==> config.mk <==
export PLATFORM = sky130hd
export DESIGN_NAME = sha1bc_round
export DESIGN_NICKNAME = d
export VERILOG_FILES = /design/src/rtl/sha1bc_pkg.sv /design/src/rtl/sha1bc_round.sv
export SDC_FILE = /design/constraint.sdc
export NUM_CORES = 1
export LEC_CHECK = 0
export BUFFER_PORTS_ARGS = -buffer_cell sky130_fd_sc_hd__buf_2
export CAP_MARGIN = 30
export CELL_PAD_IN_SITES_DETAIL_PLACEMENT = 1
export CELL_PAD_IN_SITES_GLOBAL_PLACEMENT = 2
export CORE_AREA = 2 2 525 527
export CTS_CLUSTER_SIZE = 25
export DETAILED_ROUTE_END_ITERATION = 16
export DIE_AREA = 0 0 527 529
export PLACE_DENSITY = 0.4
export SLEW_MARGIN = 20
export SYNTH_ARGS = -nofsm -noshare
export SYNTH_HDL_FRONTEND = slang
export SYNTH_SLANG_ARGS = --single-unit
export TNS_END_PERCENT = 50
==> constraint.sdc <==
create_clock -name i_clk -period 4.15 [get_ports i_clk]
set_input_delay 0.83 -clock i_clk [delete_from_list [all_inputs] [get_ports i_clk]]
set_output_delay 0.83 -clock i_clk [all_outputs]
set_load 0.05 [all_outputs]
==> src/rtl/sha1bc_pkg.sv <==
// shared types, constants and round functions for the sha-1 block compression pipeline
package sha1bc_pkg;

    localparam int NumRounds = 80;
    localparam int GroupLen  = 20;
    localparam int WinWords  = 16;

    typedef logic [31:0] t_word;
    typedef t_word [WinWords-1:0] t_win;

    typedef struct packed {
        t_word a;
        t_word b;
        t_word c;
        t_word d;
        t_word e;
    } t_state;

    typedef struct packed {
        logic en;
        logic valid;
    } t_pipe_ctl;

    localparam t_word IvA = 32'h67452301;
    localparam t_word IvB = 32'hEFCDAB89;
    localparam t_word IvC = 32'h98BADCFE;
    localparam t_word IvD = 32'h10325476;
    localparam t_word IvE = 32'hC3D2E1F0;

    localparam t_state IvState = '{a: IvA, b: IvB, c: IvC, d: IvD, e: IvE};

    localparam logic [1:0] GrpChoose = 2'd0;
    localparam logic [1:0] GrpParity = 2'd1;
    localparam logic [1:0] GrpMajor  = 2'd2;
    localparam logic [1:0] GrpParLate = 2'd3;

    function automatic t_word round_k(input logic [1:0] grp);
        t_word k;
        unique case (grp)
            GrpChoose:  k = 32'h5A827999;
            GrpParity:  k = 32'h6ED9EBA1;
            GrpMajor:   k = 32'h8F1BBCDC;
            GrpParLate: k = 32'hCA62C1D6;
            default:    k = 32'hCA62C1D6;
        endcase
        return k;
    endfunction

    function automatic t_word round_mix(input logic [1:0] grp, input t_word b,
                                        input t_word c, input t_word d);
        t_word f;
        unique case (grp)
            GrpChoose:  f = (b & c) | (~b & d);
            GrpMajor:   f = (b & c) | (b & d) | (c & d);
            GrpParity:  f = b ^ c ^ d;
            GrpParLate: f = b ^ c ^ d;
            default:    f = b ^ c ^ d;
        endcase
        return f;
    endfunction

endpackage

==> src/rtl/sha1bc_round.sv <==
// one registered sha-1 round with its sliding message schedule window
module sha1bc_round #(
    parameter int RoundIdx = 0
) (
    input  logic                  i_clk,
    input  logic                  i_rst_n,
    input  sha1bc_pkg::t_pipe_ctl i_ctl,
    input  sha1bc_pkg::t_state    i_state,
    input  sha1bc_pkg::t_win      i_win,
    output logic                  o_valid,
    output sha1bc_pkg::t_state    o_state,
    output sha1bc_pkg::t_win      o_win
);

    localparam logic [1:0] Grp = 2'(RoundIdx / sha1bc_pkg::GroupLen);

    logic               r_valid;
    sha1bc_pkg::t_state r_state;
    sha1bc_pkg::t_win   r_win;
    sha1bc_pkg::t_state n_state;
    sha1bc_pkg::t_win   n_win;
    sha1bc_pkg::t_word  mix;
    sha1bc_pkg::t_word  fb;

    assign mix = sha1bc_pkg::round_mix(Grp, i_state.b, i_state.c, i_state.d);

    // next schedule word w[t+16] from w[t+13], w[t+8], w[t+2], w[t]
    assign fb = i_win[13] ^ i_win[8] ^ i_win[2] ^ i_win[0];

    always_comb begin
        n_state.a = {i_state.a[26:0], i_state.a[31:27]} + mix + i_state.e
                    + i_win[0] + sha1bc_pkg::round_k(Grp);
        n_state.b = i_state.a;
        n_state.c = {i_state.b[1:0], i_state.b[31:2]};
        n_state.d = i_state.c;
        n_state.e = i_state.d;
        for (int i = 0; i < sha1bc_pkg::WinWords - 1; i++) begin
            n_win[i] = i_win[i+1];
        end
        n_win[sha1bc_pkg::WinWords-1] = {fb[30:0], fb[31]};
    end

    always_ff @(posedge i_clk) begin
        if (!i_rst_n) begin
            r_valid <= 1'b0;
        end else if (i_ctl.en) begin
            r_valid <= i_ctl.valid;
        end
    end

    always_ff @(posedge i_clk) begin
        if (i_ctl.en) begin
            r_state <= n_state;
            r_win   <= n_win;
        end
    end

    assign o_valid = r_valid;
    assign o_state = r_state;
    assign o_win   = r_win;

endmodule

# Word level (Yosys, flattened, before mapping)

Index checks and enable logic that the tools add are counted.

Output and inout port bits: 673
Input bits: 676
Flip-flop bits (word level): 673
Logic and storage cells: 33

Bitwise logic cells: 7
$add $sub $neg: 4

Operator list:

| cell                   | number |
|---|---|
| $add 32x32->32         | 3 |
| $xor 32x32->32         | 3 |
| $and 32x32->32         | 2 |
| $add 32x31->32 const B | 1 |
| $not 32->32            | 1 |
| $or 32x32->32          | 1 |

# Longest topological paths before layout

Gate-level depths: netlist of run 1.

Depth in word-level cells: 7
Gate-level depth with buffers: 16
Depth with buffers taken out: 15

# Worst setup path before layout of run 1

No wires, ideal clock.

Kind: input -> register
From: in i_state[1] (netlist name)
To: reg r_state (netlist bit o_state[157]), data pin
Buffers on the path: 0
Library setup time: 0.261 ns
Stages: 15
Arrival: 4.106 ns
Required time: 3.889 ns
Slack: -0.217 ns
Cell sequence: inv_1 fa_1 fa_1 inv_1 ha_1 ha_1 inv_1 fa_1 nor2b_1 o211ai_1 a211o_1 a21o_1 o31a_1 o311ai_2 xnor2_1

RTL lines:

| item                 | line               | text |
|---|---|---|
| start, declared      | sha1bc_round.sv:8  | `input sha1bc_pkg::t_state i_state,` |
| end signal, assigned | sha1bc_round.sv:53 | `r_state <= n_state;` |
| end, declared        | sha1bc_round.sv:18 | `sha1bc_pkg::t_state r_state;` |

==> metrics, run 1 <==
Synth Warn #=0; WP data required=4.65 ns; GRT met3 Usage=6.307%; Synth Area in Compound Gates=2.623%; clk_lat worst skew=0.74 ns; Total Wirelength=171.3 mm; synth cell count leaders=672 x edfxtp_1, 170 x inv_1, 89 x xnor2_1; initial core utilization=9.281%; Critical R2R Launch=o_valid$_SDFFE_PN0P_; Pre-antenna DRT Iters=4; largest net degree at the start of global routing=93; RSZ-0062 raised after global routing=true; Synth Register Bits=673; total gr overflow=0; die width=527 um; crit path cell chain=buf_8 -> inv_4 -> fa_1 -> fa_1 -> inv_2 -> ha_4 -> ha_4 -> inv_2 -> fa_2 -> nor2b_2 -> o211ai_1 -> a211o_1 -> a21o_1 -> buf_12 -> o31a_1 -> o311ai_2 -> xnor2_1; Yosys top cell area share=79.67%; Final TNS setup=-0.04556 ns; final hold viol count=0; Async SR Flop Fraction=0%; I/O Buffers=1348; Worst VDD drop=290.1 uV; RR Endpoint=o_valid$_SDFFE_PN0P_; vias in the first global route=19923; Remaining DRCs=0; Pwr Density=599.1 nW/um^2; hold depth=1; R2R setup slack=3.56 ns; Total Power=24.73 mW; Routed Antenna Nets=0; Synth Area in XOR/XNOR=4.426%; clk_skew=0 ns; Max Fclk=0.2383 GHz; Fillers=31142; Worst setup EP type=register; DR iter-0 viols=957; GRT met2 Usage=19.26%; Die H=529 um; worst-margin pin slew=0.9132 ns; core region area=272900 um^2; Slew Limit Fails=0; post-synth cell types=49; Synth area leaders=edfxtp_1 80%, fa_1 4.8%, ha_1 3.1%; CP peak stage delay=0.57 ns; area leader, netlist=edfxtp_1; GRT met1 Usage=13.23%; min-delay src=i_win[338]; Main synth FF type=edfxtp_1; first-pass GRT wire length=213.7 mm; violated checks=setup timing; initial antenna violation count=150; final setup fails=1; CTS buffer count=97; peak fanout along the critical path=3; minimum clock period=4.196 ns; Max Cap Viol=0; worst min path class=primary input to register; Final period util=101.1%; I/O pins=1349; number of synthesized flops with an enable pin=672; total number of vias=18942; detailed-route wire length per cell=25.98 um; # clock sinks=673; DR vias/cell=2.873; GPL Wtd Cong=0.9128; share of layout cells above drive strength 1=57.71%; GRT busiest layer=met2; final core occ=15.12%; worst path arrival time=4.70 ns; status=finished with violations; Final WS setup=-0.04556 ns; mux cell area share after synthesis=1.413%; largest family of logic cells by synthesized area=adder cells; register area share after synthesis=79.75%; die area=278800 um^2; clk root buf=clkbuf_16; Rows=192; htree depth=3; Hold Path Sink=o_win[306]$_DFFE_PP_; reg2reg path depth=2; clk slew on worst S/H paths=0.06 ns; Layout Nets=3716; simple-gate share of the synthesized area=1.260%; CP max-delay cell=fa_1; CTS tree=yes; syn_nets=2093; Synth Cell Area=25330 um^2; Synth Area in Adders=7.933%; Leak=16.92 nW; Avg Cell Area, Syn=19.59 um^2; Min Hold Slack=0.1708 ns; CTS max path bufs=4; most frequent cell after synthesis=edfxtp_1; Detailed Place HPWL=147.7 mm; Synth-to-Final Area Change=62.94%; CP Class=primary input to register; Critical Path Start Type=primary input; max_slew headroom=37.38%; Syn Inst Count=1293; GRT Resource Usage Total=11.72%
## logic make-up after synthesis
group | after synthesis
AO/OA/AOI/OAI | 95
adder cells (fa/ha/maj) | 124
XOR/XNOR | 128
buffers and inverters | 173
flip-flops | 673
AND/OR/NAND/NOR | 67
multiplexers | 33
## final cells by class
class                           count  area (um^2)  share of cell area, %
Antenna cell                       28        70.07                 0.1698
Clock buffer                      108         2469                  5.982
Timing Repair Buffer             1527         8254                  20.00
Multi-Input combinational cell    447         4589                  11.12
Sequential cell                   673        20200                  48.94
Clock inverter                     52        558.0                  1.352
Tap cell                         3589         4491                  10.88
Inverter                          170        640.6                  1.552
## worst max-delay path: cells and delay by family
family          cells  cell delay (ns)
buf+inv             5             0.35
simple gates        1             0.14
compound gates      5             1.44
xor+xnor            1             0.11
fa+ha+maj           5             1.82
## placed cells by master, fill, tap and decap left out, types with 8 or more instances in the layout
master | synthesis | layout
clkbuf_16 | 0 | 97
bufinv_16 | 0 | 10
inv_1 | 170 | 165
nand2_1 | 22 | 20
clkinvlp_4 | 0 | 8
edfxtp_1 | 672 | 672
mux2_2 | 22 | 22
xor2_1 | 39 | 39
fa_1 | 61 | 57
a21oi_1 | 33 | 33
clkinv_1 | 0 | 11
buf_12 | 0 | 11
clkinv_2 | 0 | 18
ha_1 | 63 | 55
buf_4 | 0 | 168
buf_2 | 1 | 1345
xnor2_1 | 89 | 89
clkbuf_1 | 1 | 11
diode_2 | 0 | 28
nor2_1 | 17 | 17
o21ai_0 | 16 | 15
mux2i_1 | 11 | 11
## metal layers
metal | part of all wire [%] | up-vias
met2 | 47 | 1129
met5 | 0.32 | -
li1 | - | 8026
met3 | 12 | 341
met4 | 2.6 | 90
met1 | 38 | 9356
## power breakdown
group,leakage (nW),total [mW],internal [mW],switching [mW]
Clock,1.47,8.27,4.87,3.40
Sequential,6.59,8.62,8.38,0.232
Combinational,8.86,7.84,2.43,5.41
Total,16.9,24.7,15.7,9.04
## stage by stage
step | instance area (um^2) | instances | worst slack (ns)
after global routing | 41220 | 6572 | -0.08960
after floorplan | 25390 | 1293 | -0.1601
after global placement | 38060 | 6402 | -0.8881
after CTS | 41090 | 6562 | 0.002729
final | 41270 | 6594 | -0.04556
after detailed placement | 38060 | 6402 | -0.8125
## flip-flops by register name, indices dropped and copies added (netlist names)
name and count:
o_state 160, o_valid 1, o_win 512
## what timing repair did
item,in CTS,in global routing
setup endpoints to repair,0,7
hold endpoints to repair,0,0
hold buffers,0,0
gates resized for setup,0,20
buffers inserted,0,4
## how the worst max path moves through the flow
stage,cells past startpoint,from,slack [ns],endpoint
after floorplan,15,i_state[1],-0.16,o_state[157]$_DFFE_PP_
after global placement,16,i_state[2],-0.89,o_state[154]$_DFFE_PP_
after detailed placement,16,i_state[2],-0.81,o_state[154]$_DFFE_PP_
after CTS,17,i_state[1],0.003,o_state[149]$_DFFE_PP_
after global routing,17,i_win[1],-0.09,o_state[157]$_DFFE_PP_
final,17,i_win[1],-0.05,o_state[157]$_DFFE_PP_
No activity file was read; power rests on OpenSTA's default activity.
==> run 2, diff against run 1 <==
--- a/config.mk
+++ b/config.mk
@@ -9,10 +9,10 @@
 export CAP_MARGIN = 30
 export CELL_PAD_IN_SITES_DETAIL_PLACEMENT = 1
 export CELL_PAD_IN_SITES_GLOBAL_PLACEMENT = 2
-export CORE_AREA = 2 2 525 527
+export CORE_AREA = 2 2 530 532
 export CTS_CLUSTER_SIZE = 25
 export DETAILED_ROUTE_END_ITERATION = 16
-export DIE_AREA = 0 0 527 529
+export DIE_AREA = 0 0 532 534
 export PLACE_DENSITY = 0.4
 export SLEW_MARGIN = 20
 export SYNTH_ARGS = -nofsm -noshare
==> run 2 against run 1 <==
Compared with the run above:
- the run now ends clean
- critical path depth is 1 lower
- global-route usage is 0.28 points lower
- sequential power hardly changed
- power is 0.93% lower
- setup slack better by 0.090 ns
- die area is 1.9% higher
- first-iteration DRC count is 0.73% higher
- via count is 0.81% lower
- count of clock-buffer cells in the layout is 3 higher
- sequential share of layout area is 0.092 points lower
- cell count is 2.0% higher
- combinational power is 0.6% higher
- critical path type unchanged
- critical endpoint unchanged
- largest power group unchanged
- highest routed layer unchanged
==> metrics, run 2 (synthesis results as in run 1) <==
status=finished, final reports clean (was finished with violations); Max Cap Viol=0 (unchanged); Rows=194 (was 192); Detailed Place HPWL=145.8 mm (was 147.7 mm); Total Wirelength=168.5 mm (was 171.3 mm); highest-count cells in the layout ignoring fill and taps=1345 x buf_2, 672 x edfxtp_1, 173 x buf_4 (was 1345 x buf_2, 672 x edfxtp_1, 168 x buf_4); Remaining DRCs=0 (unchanged); max_slew headroom=48.41% (was 37.38%); first-pass GRT wire length=213.9 mm (was 213.7 mm); Routed Antenna Nets=0 (unchanged); Top cell by count, worst path=fa_1; total gr overflow=0 (unchanged); Post-CTS Setup Inserts=0 (unchanged); share of layout cells above drive strength 1=57.40% (was 57.71%); largest net degree at the start of global routing=70 (was 93); CTS max path bufs=4 (unchanged); max FFs per register=512 (unchanged); clk root buf=clkbuf_16 (unchanged); Synth-to-Final Area Change=63.24% (was 62.94%); initial antenna violation count=134 (was 150); Leak=16.93 nW (was 16.92 nW); Die H=534 um (was 529 um); clk_skew=0 ns (unchanged); clk slew on worst S/H paths=0.06 ns (about the same); Layout Nets=3722 (was 3716); vias in the first global route=19963 (was 19923); Worst VDD drop=295.8 uV (was 290.1 uV); CP peak stage delay=0.53 ns (was 0.57 ns); CTS buffer count=96 (was 97); R2R setup slack=3.56 ns (about the same); CP max-delay cell=fa_1 (unchanged); crit path cell chain=buf_8 -> inv_4 -> fa_1 -> fa_1 -> inv_1 -> ha_1 -> ha_2 -> inv_2 -> fa_2 -> nor2b_2 -> o211ai_1 -> a211o_1 -> a21o_4 -> o31a_1 -> o311ai_2 -> xnor2_1 (was buf_8 -> inv_4 -> fa_1 -> fa_1 -> inv_2 -> ha_4 -> ha_4 -> inv_2 -> fa_2 -> nor2b_2 -> o211ai_1 -> a211o_1 -> a21o_1 -> buf_12 -> o31a_1 -> o311ai_2 -> xnor2_1); worst path arrival time=4.61 ns (was 4.70 ns); Fillers=31873 (was 31142); clk_lat worst skew=0.74 ns (about the same); non-filler cells, final=6727 (was 6594); I/O Buffers=1348 (unchanged); Pre-antenna DRT Iters=5 (was 4); Slew Limit Fails=0 (unchanged); # clock sinks=673 (unchanged); WP data required=4.65 ns (about the same); die area=284100 um^2 (was 278800 um^2); core region area=278400 um^2 (was 272900 um^2); peak fanout along the critical path=3 (unchanged); minimum clock period=4.106 ns (was 4.196 ns); Post-Place Cells=6548 (was 6402); Area after DPL=38340 um^2 (was 38060 um^2); Critical Path Start Type=primary input (unchanged); Max Fclk=0.2436 GHz (was 0.2383 GHz); CTS resizes=0 (unchanged); post-route cell area=41350 um^2 (was 41270 um^2); Pwr Density=592.4 nW/um^2 (was 599.1 nW/um^2); DR iter-0 viols=964 (was 957); initial core utilization=9.098% (was 9.281%); Final period util=98.94% (was 101.1%); most common cell after layout, fill and taps aside=buf_2 (unchanged); final hold viol count=0 (unchanged); total number of vias=18788 (was 18942); worst min path class=primary input to register (unchanged); final core occ=14.85% (was 15.12%); CTS Hold Buffers Added=0 (unchanged); Worst setup EP type=register (unchanged); RSZ-0062 raised after global routing=true (unchanged); die width=532 um (was 527 um); I/O pins=1349 (unchanged); GPL Wtd Cong=0.8991 (was 0.9128); CP Class=primary input to register (unchanged); DR vias/cell=2.793 (was 2.873); worst-margin pin slew=0.7524 ns (was 0.9132 ns); GRT Resource Usage Total=11.43% (was 11.72%); CTS tree=yes (unchanged); detailed-route wire length per cell=25.05 um (was 25.98 um); htree depth=3 (unchanged); final setup fails=0 (was 1)
## run 2: changes by cell type in the layout (fill, tap and decap cells not counted), moves of 2 or more
cell and change:
diode_2 -18, bufinv_16 -5, buf_4 +5, ha_1 +4, clkbuf_1 +4, clkinv_1 +10
clkinvlp_4 -4, clkinv_4 +4, inv_6 +2, ha_4 -4
## run 2: final cells by class
cell class / count / area (um^2) / area share [%]
clock inverter: 58 / 473.0 / 1.144
inverter: 170 / 640.6 / 1.549
timing repair buffer: 1534 / 8339 / 20.17
tap: 3724 / 4659 / 11.27
clock buffer: 111 / 2459 / 5.946
antenna: 10 / 25.02 / 0.06052
multi-input combinational: 447 / 4553 / 11.01
sequential: 673 / 20200 / 48.85
## run 2: per-layer routing
metal | routed length, um | vias up | GRT usage (%)
li1 | - | 8029 | -
met1 | 64260 | 9346 | 12.94
met2 | 83190 | 1056 | 19.95
met3 | 16550 | 291 | 4.599
met4 | 4056 | 66 | 2.696
met5 | 441 | - | 0
## run 2: per-stage QoR
step	setup slack [ns]	hold slack (ns)	power (mW)	TNS [ns]
CTS	0.02218	0.06377	25.22	0
floorplan	-0.1601	0.7429	13.01	-0.2534
global placement	-0.8484	0.4996	16.90	-14.15
detailed placement	-0.8488	0.5202	16.89	-14.04
global route	-0.03421	0.1127	25.72	-0.03421
finish	0.04406	0.1789	24.50	0
## run 2: worst paths after layout
kind,from,endpoint,cells after the start
worst max-delay path,i_win[1],o_state[157]$_DFFE_PP_,16
worst min-delay path,i_win[497],o_win[465]$_DFFE_PP_,1
worst max register to register,o_valid$_SDFFE_PN0P_,o_valid$_SDFFE_PN0P_,2
worst min register to register,o_valid$_SDFFE_PN0P_,o_valid$_SDFFE_PN0P_,2
## run 2: critical path, delay by kind of cell
family,cells,cell delay (ns)
fa+ha+maj,5,1.86
simple gates,1,0.15
xor+xnor,1,0.09
compound gates,5,1.48
buf+inv,4,0.20
## run 2: where the power goes
| part | switching, mW | total (mW) | internal, mW |
|---|---|---|---|
| Clock | 3.45 | 8.00 | 4.55 |
| Combinational | 5.42 | 7.89 | 2.47 |
| Sequential | 0.222 | 8.60 | 8.38 |
| Total | 9.09 | 24.5 | 15.4 |
